$ cat src/hw/rtl/slzw_pkg.sv
package slzw_pkg;

    // commands to the bit packer
    typedef struct packed {
        logic clear;   // empty the accumulator
        logic put;     // append a code at the current fill
        logic shift;   // drop the lowest byte
    } pack_cmd_t;

    // packer status back to the sequencer
    typedef struct packed {
        logic byte_ready;  // at least eight bits held
        logic partial;     // some bits held
    } pack_stat_t;

    localparam int PEND_DEPTH = 4;
    localparam int PEND_IW    = 2;
    localparam int PEND_CW    = 3;
    localparam int ROOTS      = 256;
    localparam int START_CW   = 9;
    localparam int TOTAL_MAX  = 65535;

endpackage

$ cat src/hw/rtl/slzw_bitpack.sv
module slzw_bitpack #(
    parameter int VAL_W = 10,
    parameter int N_W   = 4
) (
    input  logic               aclk,
    input  logic               aresetn,
    input  slzw_pkg::pack_cmd_t cmd,
    input  logic [VAL_W-1:0]   put_val,
    input  logic [N_W-1:0]     put_n,
    output slzw_pkg::pack_stat_t stat,
    output logic [7:0]         low_byte
);
    import slzw_pkg::*;

    localparam int ACC_W  = VAL_W + 8;
    localparam int FILL_W = $clog2(ACC_W + 1);

    logic [ACC_W-1:0]  acc_reg;
    logic [FILL_W-1:0] fill_reg;

    // shared shifter: clear, append at the fill point or drop one byte
    always_ff @(posedge aclk) begin
        if (!aresetn || cmd.clear) begin
            acc_reg  <= '0;
            fill_reg <= '0;
        end else if (cmd.put) begin
            acc_reg  <= acc_reg | (ACC_W'(put_val) << fill_reg);
            fill_reg <= fill_reg + FILL_W'(put_n);
        end else if (cmd.shift) begin
            acc_reg  <= acc_reg >> 8;
            fill_reg <= fill_reg - FILL_W'(8);
        end
    end

    assign stat.byte_ready = (fill_reg >= FILL_W'(8));
    assign stat.partial    = (fill_reg != '0);
    assign low_byte        = acc_reg[7:0];

endmodule
$ cat config.mk
export PLATFORM = sky130hd
export DESIGN_NAME = slzw_bitpack
export DESIGN_NICKNAME = d
export VERILOG_FILES = /design/src/hw/rtl/slzw_pkg.sv /design/src/hw/rtl/slzw_bitpack.sv
export SDC_FILE = /design/constraint.sdc
export NUM_CORES = 1
export LEC_CHECK = 0
export ABC_CLOCK_PERIOD_IN_PS = 2050
export BUFFER_PORTS_ARGS = -buffer_cell sky130_fd_sc_hd__clkbuf_2
export CAP_MARGIN = 20
export CORE_ASPECT_RATIO = 2
export CORE_UTILIZATION = 25
export DETAILED_ROUTE_END_ITERATION = 10
export SYNTH_ARGS = -nofsm -noshare
export SYNTH_HDL_FRONTEND = slang
export SYNTH_SLANG_ARGS = --single-unit
export TNS_END_PERCENT = 1
$ cat constraint.sdc
create_clock -name aclk -period 2.05 [get_ports aclk]
set_input_delay 0.1025 -clock aclk [delete_from_list [all_inputs] [get_ports aclk]]
set_output_delay 0.1025 -clock aclk [all_outputs]
set_load 0.02 [all_outputs]
* Word-level counts from Yosys, hierarchy flattened
Cells that the tools add are included.
** Operators by class
- Multiplexer cells :: 4
- Add/subtract/negate cells :: 2
- Shift-type cells :: 1
- Multiply operators :: 0
- Equality and inequality tests :: 0
- Order comparisons :: 1
- Bitwise gates (word level) :: 1
- Div/mod/pow operators :: 0
- Reductions and logical operators :: 4
** Operator list (count)
- 2-to-1 mux 18 bit :: 2
- bitwise OR 18 bit :: 1
- << shifter 10 x 5 -> 18 bit :: 1
- 2-to-1 mux 5 bit :: 2
- adder 5 x 4 -> 5 bit :: 1
- greater-or-equal comparator 5 x 4 -> 1 bit (second input constant) :: 1
- nonzero test 5 bit :: 1
- subtractor 5 x 4 -> 5 bit (second input constant) :: 1
- nonzero test 2 bit :: 1
- zero test 1 bit :: 1
- logical OR 1 bit :: 1
** Word-level totals
- Output and inout port bits :: 10
- Register bits after elaboration :: 23
- Logic and storage cells :: 15
- Memories kept :: 0
- Bits in writable memories :: 0
- ROM bits :: 0
- Input bits :: 19
- Latch bits :: 0

* Longest topological paths before layout
Gate-level depths: netlist (run 1).
- Depth after elaboration :: 3
- Depth in mapped cells :: 7
- Gate-level depth less buffers :: 7

* Worst setup path after synthesis (run 1)
No wires, ideal clock.
- Path type :: flip-flop to flip-flop
- Start point :: register fill_reg[2]
- End point :: register acc_reg[9]
- Slack :: 0.331 ns
- Stages on the path, launching flop included :: 6
- Arrival time :: 1.632 ns
- Buffers on the path :: 1
- Cells stage by stage :: dfxtp_1 buf_6 mux2i_1 mux4_2 or3_1 a221oi_2
** Between the ends
- Word-level cells in the longest chain between the ends :: 3
** RTL lines
- start: declaration :: RTL line slzw_bitpack.sv:19 : logic [FILL_W-1:0] fill_reg;
- start signal: assignment :: RTL line slzw_bitpack.sv:28 : fill_reg <= fill_reg + FILL_W'(put_n);
- start signal: assignment :: RTL line slzw_bitpack.sv:31 : fill_reg <= fill_reg - FILL_W'(8);
- << shifter 10 x 5 -> 18 bit :: RTL line slzw_bitpack.sv:27 : acc_reg <= acc_reg | (ACC_W'(put_val) << fill_reg);
- bitwise OR 18 bit :: RTL line slzw_bitpack.sv:27
- 2-to-1 mux 18 bit :: RTL line slzw_bitpack.sv:26 : end else if (cmd.put) begin
- end signal: assignment :: RTL line slzw_bitpack.sv:27
- end signal: assignment :: RTL line slzw_bitpack.sv:30 : acc_reg <= acc_reg >> 8;
- end: declaration :: RTL line slzw_bitpack.sv:18 : logic [ACC_W-1:0] acc_reg;
No other way between the ends.
A chain may end at the register's enable or synchronous reset.

* Final worst setup path (run 1)
- Start point :: register fill_reg[2]
- End point :: register acc_reg[7]
The elaborated chain is that of the path after synthesis.

==> results of run 1 <==
[path summary, 6_finish.rpt]
| check | startpoint | to | slack, ns | cells past startpoint |
|---|---|---|---|---|
| max | fill_reg[2] | acc_reg[7] | 0.23 | 5 |
| min | put_n[0] | fill_reg[0] | 0.20 | 4 |
| min reg2reg | acc_reg[15] | acc_reg[15] | 0.47 | 2 |
| max reg2reg | fill_reg[2] | acc_reg[7] | 0.23 | 5 |
[Yosys cell counts (2+ instances only)]
library cell,instances,area share (%)
sky130_fd_sc_hd__nand2b_1,7,2.5
sky130_fd_sc_hd__nand4_1,2,0.70
sky130_fd_sc_hd__buf_1,2,0.42
sky130_fd_sc_hd__ha_1,5,3.5
sky130_fd_sc_hd__o22ai_1,7,2.5
sky130_fd_sc_hd__nor3_1,3,0.84
sky130_fd_sc_hd__nand2_1,6,1.3
sky130_fd_sc_hd__nor2b_1,5,1.8
sky130_fd_sc_hd__nand3b_1,2,0.84
sky130_fd_sc_hd__clkbuf_1,8,1.7
sky130_fd_sc_hd__dfxtp_1,23,26
sky130_fd_sc_hd__nand3_1,4,1.1
sky130_fd_sc_hd__nor2_1,13,2.7
sky130_fd_sc_hd__o32ai_1,2,0.99
sky130_fd_sc_hd__o2111ai_1,3,1.5
sky130_fd_sc_hd__xor2_1,2,0.99
sky130_fd_sc_hd__a31oi_1,5,1.8
sky130_fd_sc_hd__a211oi_1,4,1.7
sky130_fd_sc_hd__a21oi_1,14,3.9
sky130_fd_sc_hd__mux2i_1,22,12
sky130_fd_sc_hd__inv_1,8,1.7
sky130_fd_sc_hd__mux4_2,5,6.3
sky130_fd_sc_hd__buf_4,8,3.4
sky130_fd_sc_hd__or3_1,3,1.1
sky130_fd_sc_hd__buf_2,3,0.84
sky130_fd_sc_hd__mux2_2,3,1.9
sky130_fd_sc_hd__a22oi_1,2,0.84
sky130_fd_sc_hd__o21ai_0,13,3.7
sky130_fd_sc_hd__a21o_1,2,0.84
[through the flow]
stage | worst slack, ns | cell area (um^2) | power, uW | hold slack, ns
2_1_floorplan | 0.3312 | 1777 | 690.1 | 0.3046
3_3_place_gp | 0.3085 | 2028 | 791.6 | 0.4678
3_5_place_dp | 0.2509 | 2028 | 796.3 | 0.4574
4_1_cts | 0.2466 | 2107 | 1244 | 0.2076
5_1_grt | 0.1334 | 2107 | 1291 | 0.2450
6_report | 0.2292 | 2107 | 1244 | 0.2044
[layer usage]
layer / vias up / track usage, % / part of all wire [%]
met1: 815 / 17.05 / 37
met3: 14 / 1.493 / 3.3
met4: 0 / 10.42 / 4.5
li1: 816 / - / -
met2: 46 / 27.96 / 55
met5: - / 0 / 0
[worst max-delay path: cells and delay by family, from the launching register on]
kind | cells | cell delay (ns)
DFF | 1 | 0.50
buffers and inverters | 1 | 0.30
muxes | 3 | 0.74
AOI/OAI and AO/OA | 1 | 0.14
[cells by family (layout without fill, tap and decap cells)]
logic type,Yosys count,count (layout),share of synthesized area (%)
AND/OR/NAND/NOR,52,52,15.92
buffers and inverters,30,53,8.662
adder cells (fa/ha/maj),6,6,4.648
XOR/XNOR,2,2,0.9861
flip-flops,23,23,25.92
multiplexers,30,30,20.63
AO/OA/AOI/OAI,62,62,23.24
[cell type report]
class	instances	area (um^2)
fillers	776	4780
multi-input cells	152	1162
flip-flops and latches	23	460.4
repair buffers	41	262.8
well taps	90	112.6
clock buffers	4	78.83
inverters	8	30.03
[power breakdown]
part	total [uW]	switching [uW]	internal (uW)	leakage (uW)
clock	454	188	267	0.0000382
sequential	478	13.9	464	0.000187
combinational	311	181	130	0.000575
==> metrics.md, run 1 <==
| Metric | Value |
|---|---|
| Result of the run | `completed` |
| Cell occurring most often along the worst timing path | `sky130_fd_sc_hd__mux2i_1` |
| Power per Cell Area | `590.2 nW/um^2` |
| Yosys warning count | `0` |
| Clock transition at the registers of the reported paths | `0.07 ns` |
| Global-route wire length before repair | `8666 um` |
| Share of the clock period used by the worst path after layout | `88.82%` |
| Sequential share of the synthesized area | `25.92%` |
| Hold buffer count at CTS | `0` |
| H-Tree Depth | `1` |
| Relative max-transition margin | `65.85%` |
| Count of mapped cells out of synthesis | `205` |
| Cell variety after synth | `48` |
| Number of setup buffers added after CTS | `0` |
| Max FFs per register | `18` |
| Count of input and output buffers | `28` |
| Highest clock rate | `0.5492 GHz` |
| Die Height | `121.2 um` |
| Leak | `0.0007998 uW` |
| Routability congestion estimate from global placement | `0.8519` |
| Fraction of layout instances using a drive strength above 1 | `24.56%` |
| Synth Cell Area | `1777 um^2` |
| Avg Cell Area, Syn | `8.667 um^2` |
| Count of standard-cell rows | `43` |
| Pin count of the biggest net entering global routing | `26` |
| First-iteration detailed-routing DRC count | `60` |
| Clock Sink Count | `23` |
| Delay of the slowest cell on the worst path | `0.50 ns` |
| Length of the first detailed-routing pass in iterations | `4` |
| Via count of the first global-routing pass | `1714` |
| FFs w/ async S/R, synth | `0%` |
| Average detailed-routed wire length per instance | `16.89 um` |
| Reported max-cap violation count | `0` |
| Min-delay worst type | `input port to flip-flop` |
| Via count normalized by instance count | `5.318` |
| Total setup violations reported at the end of the flow | `0` |
| Synth-to-layout area growth | `18.59%` |
| Slew at the pin closest to its max-slew limit | `0.5070 ns` |
| Data required time at the worst endpoint | `2.19 ns` |
| Number of storage elements in the synthesis netlist | `23` |
| Most common cell after layout, fill and taps aside | `sky130_fd_sc_hd__clkbuf_2` |
| Placed Instances | `314` |
| Post-DP HPWL | `4269 um` |
| Max-slew violation total from the final report | `0` |
| Setup repair after global routing missed its margin | `no` |
| Type of the worst setup path | `flip-flop to flip-flop` |
| Overall track demand over capacity in global routing | `15.97%` |
| Crit. End Element | `flip-flop` |
| Final hold vios | `0` |
| Accumulated negative setup slack | `0 ns` |
| I/O Pins | `29` |
| Crit-path slowest cell | `sky130_fd_sc_hd__dfxtp_1` |
| Grt total ovfl | `0` |
| Area of the die | `7468 um^2` |
| Number of enable-type register cells in the synthesized netlist | `0` |
| Core region area | `6887 um^2` |
| Worst Clk Skew | `0.004707 ns` |
| Number of antenna-violating nets in the routed design | `0` |
| Peak supply drop | `0.0002527 V` |
| Layout Nets | `254` |
| Number of nets in the synthesized netlist | `230` |
| Post-layout utilization of the core | `30.60%` |
| Initial core utilization | `25.80%` |
| Clock tree from TritonCTS | `yes` |
| Number of buffers on the longest clock path | `2` |
| Count of non-filler cells in the finished layout | `318` |
| Final wirelength | `5372 um` |
| Antenna violations before repair | `0` |
| Total via count in the routed design | `1691` |
| Startpoint type of the worst setup path | `flip-flop` |
| Primary FF master, synth | `sky130_fd_sc_hd__dfxtp_1` |
| Width of the chip | `61.61 um` |
| Cells along the critical path | `buf_4 > mux2i_1 > mux2i_1 > mux2i_1 > o22ai_1` |
| Number of diodes | `0` |
| Clock latency of the later-clocked register in the worst-skew pair | `0.27 ns` |
| Top fanout value on the critical path | `17` |
| Number of buffers added by the clock tree synthesis step | `3` |
| Most used cells in the layout excluding fill and tap cells | `28 x sky130_fd_sc_hd__clkbuf_2, 23 x sky130_fd_sc_hd__dfxtp_1, 22 x sky130_fd_sc_hd__mux2i_1` |
| Resize count post-CTS | `0` |
| CP arrival | `1.96 ns` |
| Cell chosen for the clock root | `sky130_fd_sc_hd__clkbuf_16` |
| DR DRC count | `0` |
| Final period demand of the worst path | `1.821 ns` |
Power figures use the tool's default switching activity.
==> run 2: changes to the inputs <==
CORE_UTILIZATION = 45   (was 25)
PLACE_DENSITY = 0.66   (was default)
==> run 2 against run 1 <==
Cell count down 13%. Clock skew up 0.0041 ns. Combinational power is 5% lower. Clock power down 34%. Fmax decreased by 0.84%. Sequential share of layout area increased by 1.2 points.
==> metrics.md, run 2 (same netlist as run 1, synthesis figures left out) <==
| Metric | Value |
|---|---|
| Result of the run | `completed` |
| Capturing instance or port of the critical path | `acc_reg[9]` |
| Highest clock rate | `0.5446 GHz (-0.84%)` |
| I/O Pins | `29 (unchanged)` |
| Accumulated negative setup slack | `0 ns (unchanged)` |
| Max-slew violation total from the final report | `0 (unchanged)` |
| Worst Clk Skew | `0.008783 ns (+0.004076 ns)` |
| Number of diodes | `0 (unchanged)` |
| Top fanout value on the critical path | `7 (-10)` |
| Resize count post-CTS | `0 (unchanged)` |
| Footprint of the multi-input gates | `1162 um^2 (unchanged)` |
| Crit. Startpoint | `fill_reg[2]` |
| Final period demand of the worst path | `1.836 ns (+0.01541 ns)` |
| First-iteration detailed-routing DRC count | `66 (+10%)` |
| Clock transition at the registers of the reported paths | `0.09 ns (+0.02 ns)` |
| Overall track demand over capacity in global routing | `25.49% (+9.5 points)` |
| Global-route wire length before repair | `7741 um (-11%)` |
| DR DRC count | `0 (unchanged)` |
| CP arrival | `2.03 ns (+0.07 ns)` |
| Number of antenna-violating nets in the routed design | `0 (unchanged)` |
| Max FFs per register | `18 (unchanged)` |
| Worst R2R Path Depth | `4 (-1)` |
| Routability congestion estimate from global placement | `0.8701 (+2.1%)` |
| Count of input and output buffers | `28 (unchanged)` |
| Core region area | `3804 um^2 (-45%)` |
| Number of setup buffers added after CTS | `0 (unchanged)` |
| Reg power frac | `44.5% (+6.1 points)` |
| Pin count of the biggest net entering global routing | `24 (-7.7%)` |
| Setup repair after global routing missed its margin | `no` |
| Length of the first detailed-routing pass in iterations | `4 (unchanged)` |
| Cell chosen for the clock root | `sky130_fd_sc_hd__clkbuf_8` |
| Final hold vios | `0 (unchanged)` |
| Instance count along the most critical hold path | `4 (unchanged)` |
| Tightest hold margin | `0.1918 ns (-0.01259 ns)` |
| Area of the die | `4219 um^2 (-44%)` |
| Share of the clock period used by the worst path after layout | `89.57% (+0.75 points)` |
| Most used cells in the layout excluding fill and tap cells | `28 x sky130_fd_sc_hd__clkbuf_2, 23 x sky130_fd_sc_hd__dfxtp_1, 22 x sky130_fd_sc_hd__mux2i_1` |
| Total setup violations reported at the end of the flow | `0 (unchanged)` |
| Net Sw Frac | `32.72% (+2.0 points)` |
| Average detailed-routed wire length per instance | `17.53 um (+3.8%)` |
| Clock latency of the later-clocked register in the worst-skew pair | `0.28 ns (about the same)` |
| Number of buffers on the longest clock path | `2 (unchanged)` |
| Worst reg-to-reg setup slack | `0.21 ns (-0.02 ns)` |
| Number of buffers added by the clock tree synthesis step | `3 (unchanged)` |
| Post-route total power | `1076 uW (-13%)` |
| Peak supply drop | `0.0004031 V (+60%)` |
| Via count normalized by instance count | `6.126 (+15%)` |
| Relative max-transition margin | `64.85% (-1.0 points)` |
| Clock tree from TritonCTS | `yes` |
| Internal power | `724.2 uW (-16%)` |
| Synth-to-layout area growth | `12.18%` |
| Final wirelength | `4874 um (-9.3%)` |
| Initial core utilization | `46.71% (+21 points)` |
| Die Height | `90.86 um (-25%)` |
| H-Tree Depth | `1 (unchanged)` |
| Slew at the pin closest to its max-slew limit | `0.5218 ns (+0.01484 ns)` |
| Total via count in the routed design | `1703 (+0.71%)` |
| Layout Nets | `253 (-0.39%)` |
| Clock Sink Count | `23 (unchanged)` |
| Fraction of layout instances using a drive strength above 1 | `24.67% (+0.11 points)` |
| Crit. End Element | `flip-flop` |
| Worst reg2reg endpoint | `acc_reg[9]` |
| Reg2Reg Launch Point | `fill_reg[2]` |
| Post-layout utilization of the core | `52.40% (+22 points)` |
| Seq. cell area | `460.4 um^2 (unchanged)` |
| Min-delay worst type | `input port to flip-flop` |
| Power per Cell Area | `540.1 nW/um^2 (-8.5%)` |
| Grt total ovfl | `0 (unchanged)` |
| Post-DP HPWL | `3817 um (-11%)` |
| Number of filler cells placed in the layout | `375 (-52%)` |
| Psw | `352.3 uW (-7.9%)` |
| Data required time at the worst endpoint | `2.25 ns (+0.06 ns)` |
| Antenna violations before repair | `0 (unchanged)` |
| Count of standard-cell rows | `32 (-26%)` |
| Reported max-cap violation count | `0 (unchanged)` |
| Width of the chip | `46.43 um (-25%)` |
| Type of the worst setup path | `flip-flop to flip-flop` |
| Startpoint type of the worst setup path | `flip-flop` |
| Clock Power Share | `28.0% (-8.5 points)` |
| Most common cell after layout, fill and taps aside | `sky130_fd_sc_hd__clkbuf_2` |
| Leak | `0.0007768 uW (-2.9%)` |
| Hold buffer count at CTS | `0 (unchanged)` |
| Via count of the first global-routing pass | `1678 (-2.1%)` |
| Logic pwr share | `27.5% (+2.5 points)` |
==> run 2: cell types whose count changed in the layout (fill, tap and decap cells not counted), sizes merged <==
cell / before / now
buf: 13 / 12
clkinv: 0 / 1
clkbuf: 32 / 31
==> run 2: worst min-delay path by stage <==
stage	from	end	slack (ns)
3_3_place_gp	acc_reg[15]	acc_reg[15]	0.46
2_1_floorplan	put_val[0]	acc_reg[0]	0.30
3_5_place_dp	acc_reg[15]	acc_reg[15]	0.46
6_report	put_n[0]	fill_reg[0]	0.19
4_1_cts	put_n[0]	fill_reg[0]	0.20
5_1_grt	put_val[0]	acc_reg[0]	0.24
==> run 2: per-stage QoR <==
step                cell area, um^2  std cells  worst slack, ns
CTS                            1993        278           0.2278
global route                   1993        278           0.1063
global placement               1947        274           0.3186
finish                         1993        278           0.2138
floorplan                      1777        205           0.3312
detailed placement             1947        274           0.2482
==> run 2: cell type report <==
cell class	count	area share (%)
clock inverter	1	0.2511
tap	51	3.202
clock buffer	3	2.072
multi-input combinational	152	58.32
inverter	8	1.507
timing repair buffer	40	11.55
sequential	23	23.10
==> run 2: layer usage <==
layer	part of all wire [%]	vias up	global-route usage, %
met1	36	790	26.39
met2	51	69	40.74
met4	9.6	0	23.28
li1	-	809	-
met5	0	-	0
met3	3.6	35	2.800
==> run 2: critical path, stage by stage, from the launching register on <==
cell,delay (ns)
sky130_fd_sc_hd__dfxtp_1,0.52
sky130_fd_sc_hd__mux2i_1,0.17
sky130_fd_sc_hd__mux4_2,0.49
sky130_fd_sc_hd__or3_1,0.33
sky130_fd_sc_hd__a221oi_2,0.23
==> run 2: power by group through the flow <==
stage	Combinational, uW	Sequential, uW	Clock [uW]
3_3_place_gp	292	489	0
3_5_place_dp	293	490	0
2_1_floorplan	207	483	0
6_report	296	479	301
4_1_cts	295	480	303
5_1_grt	322	483	323
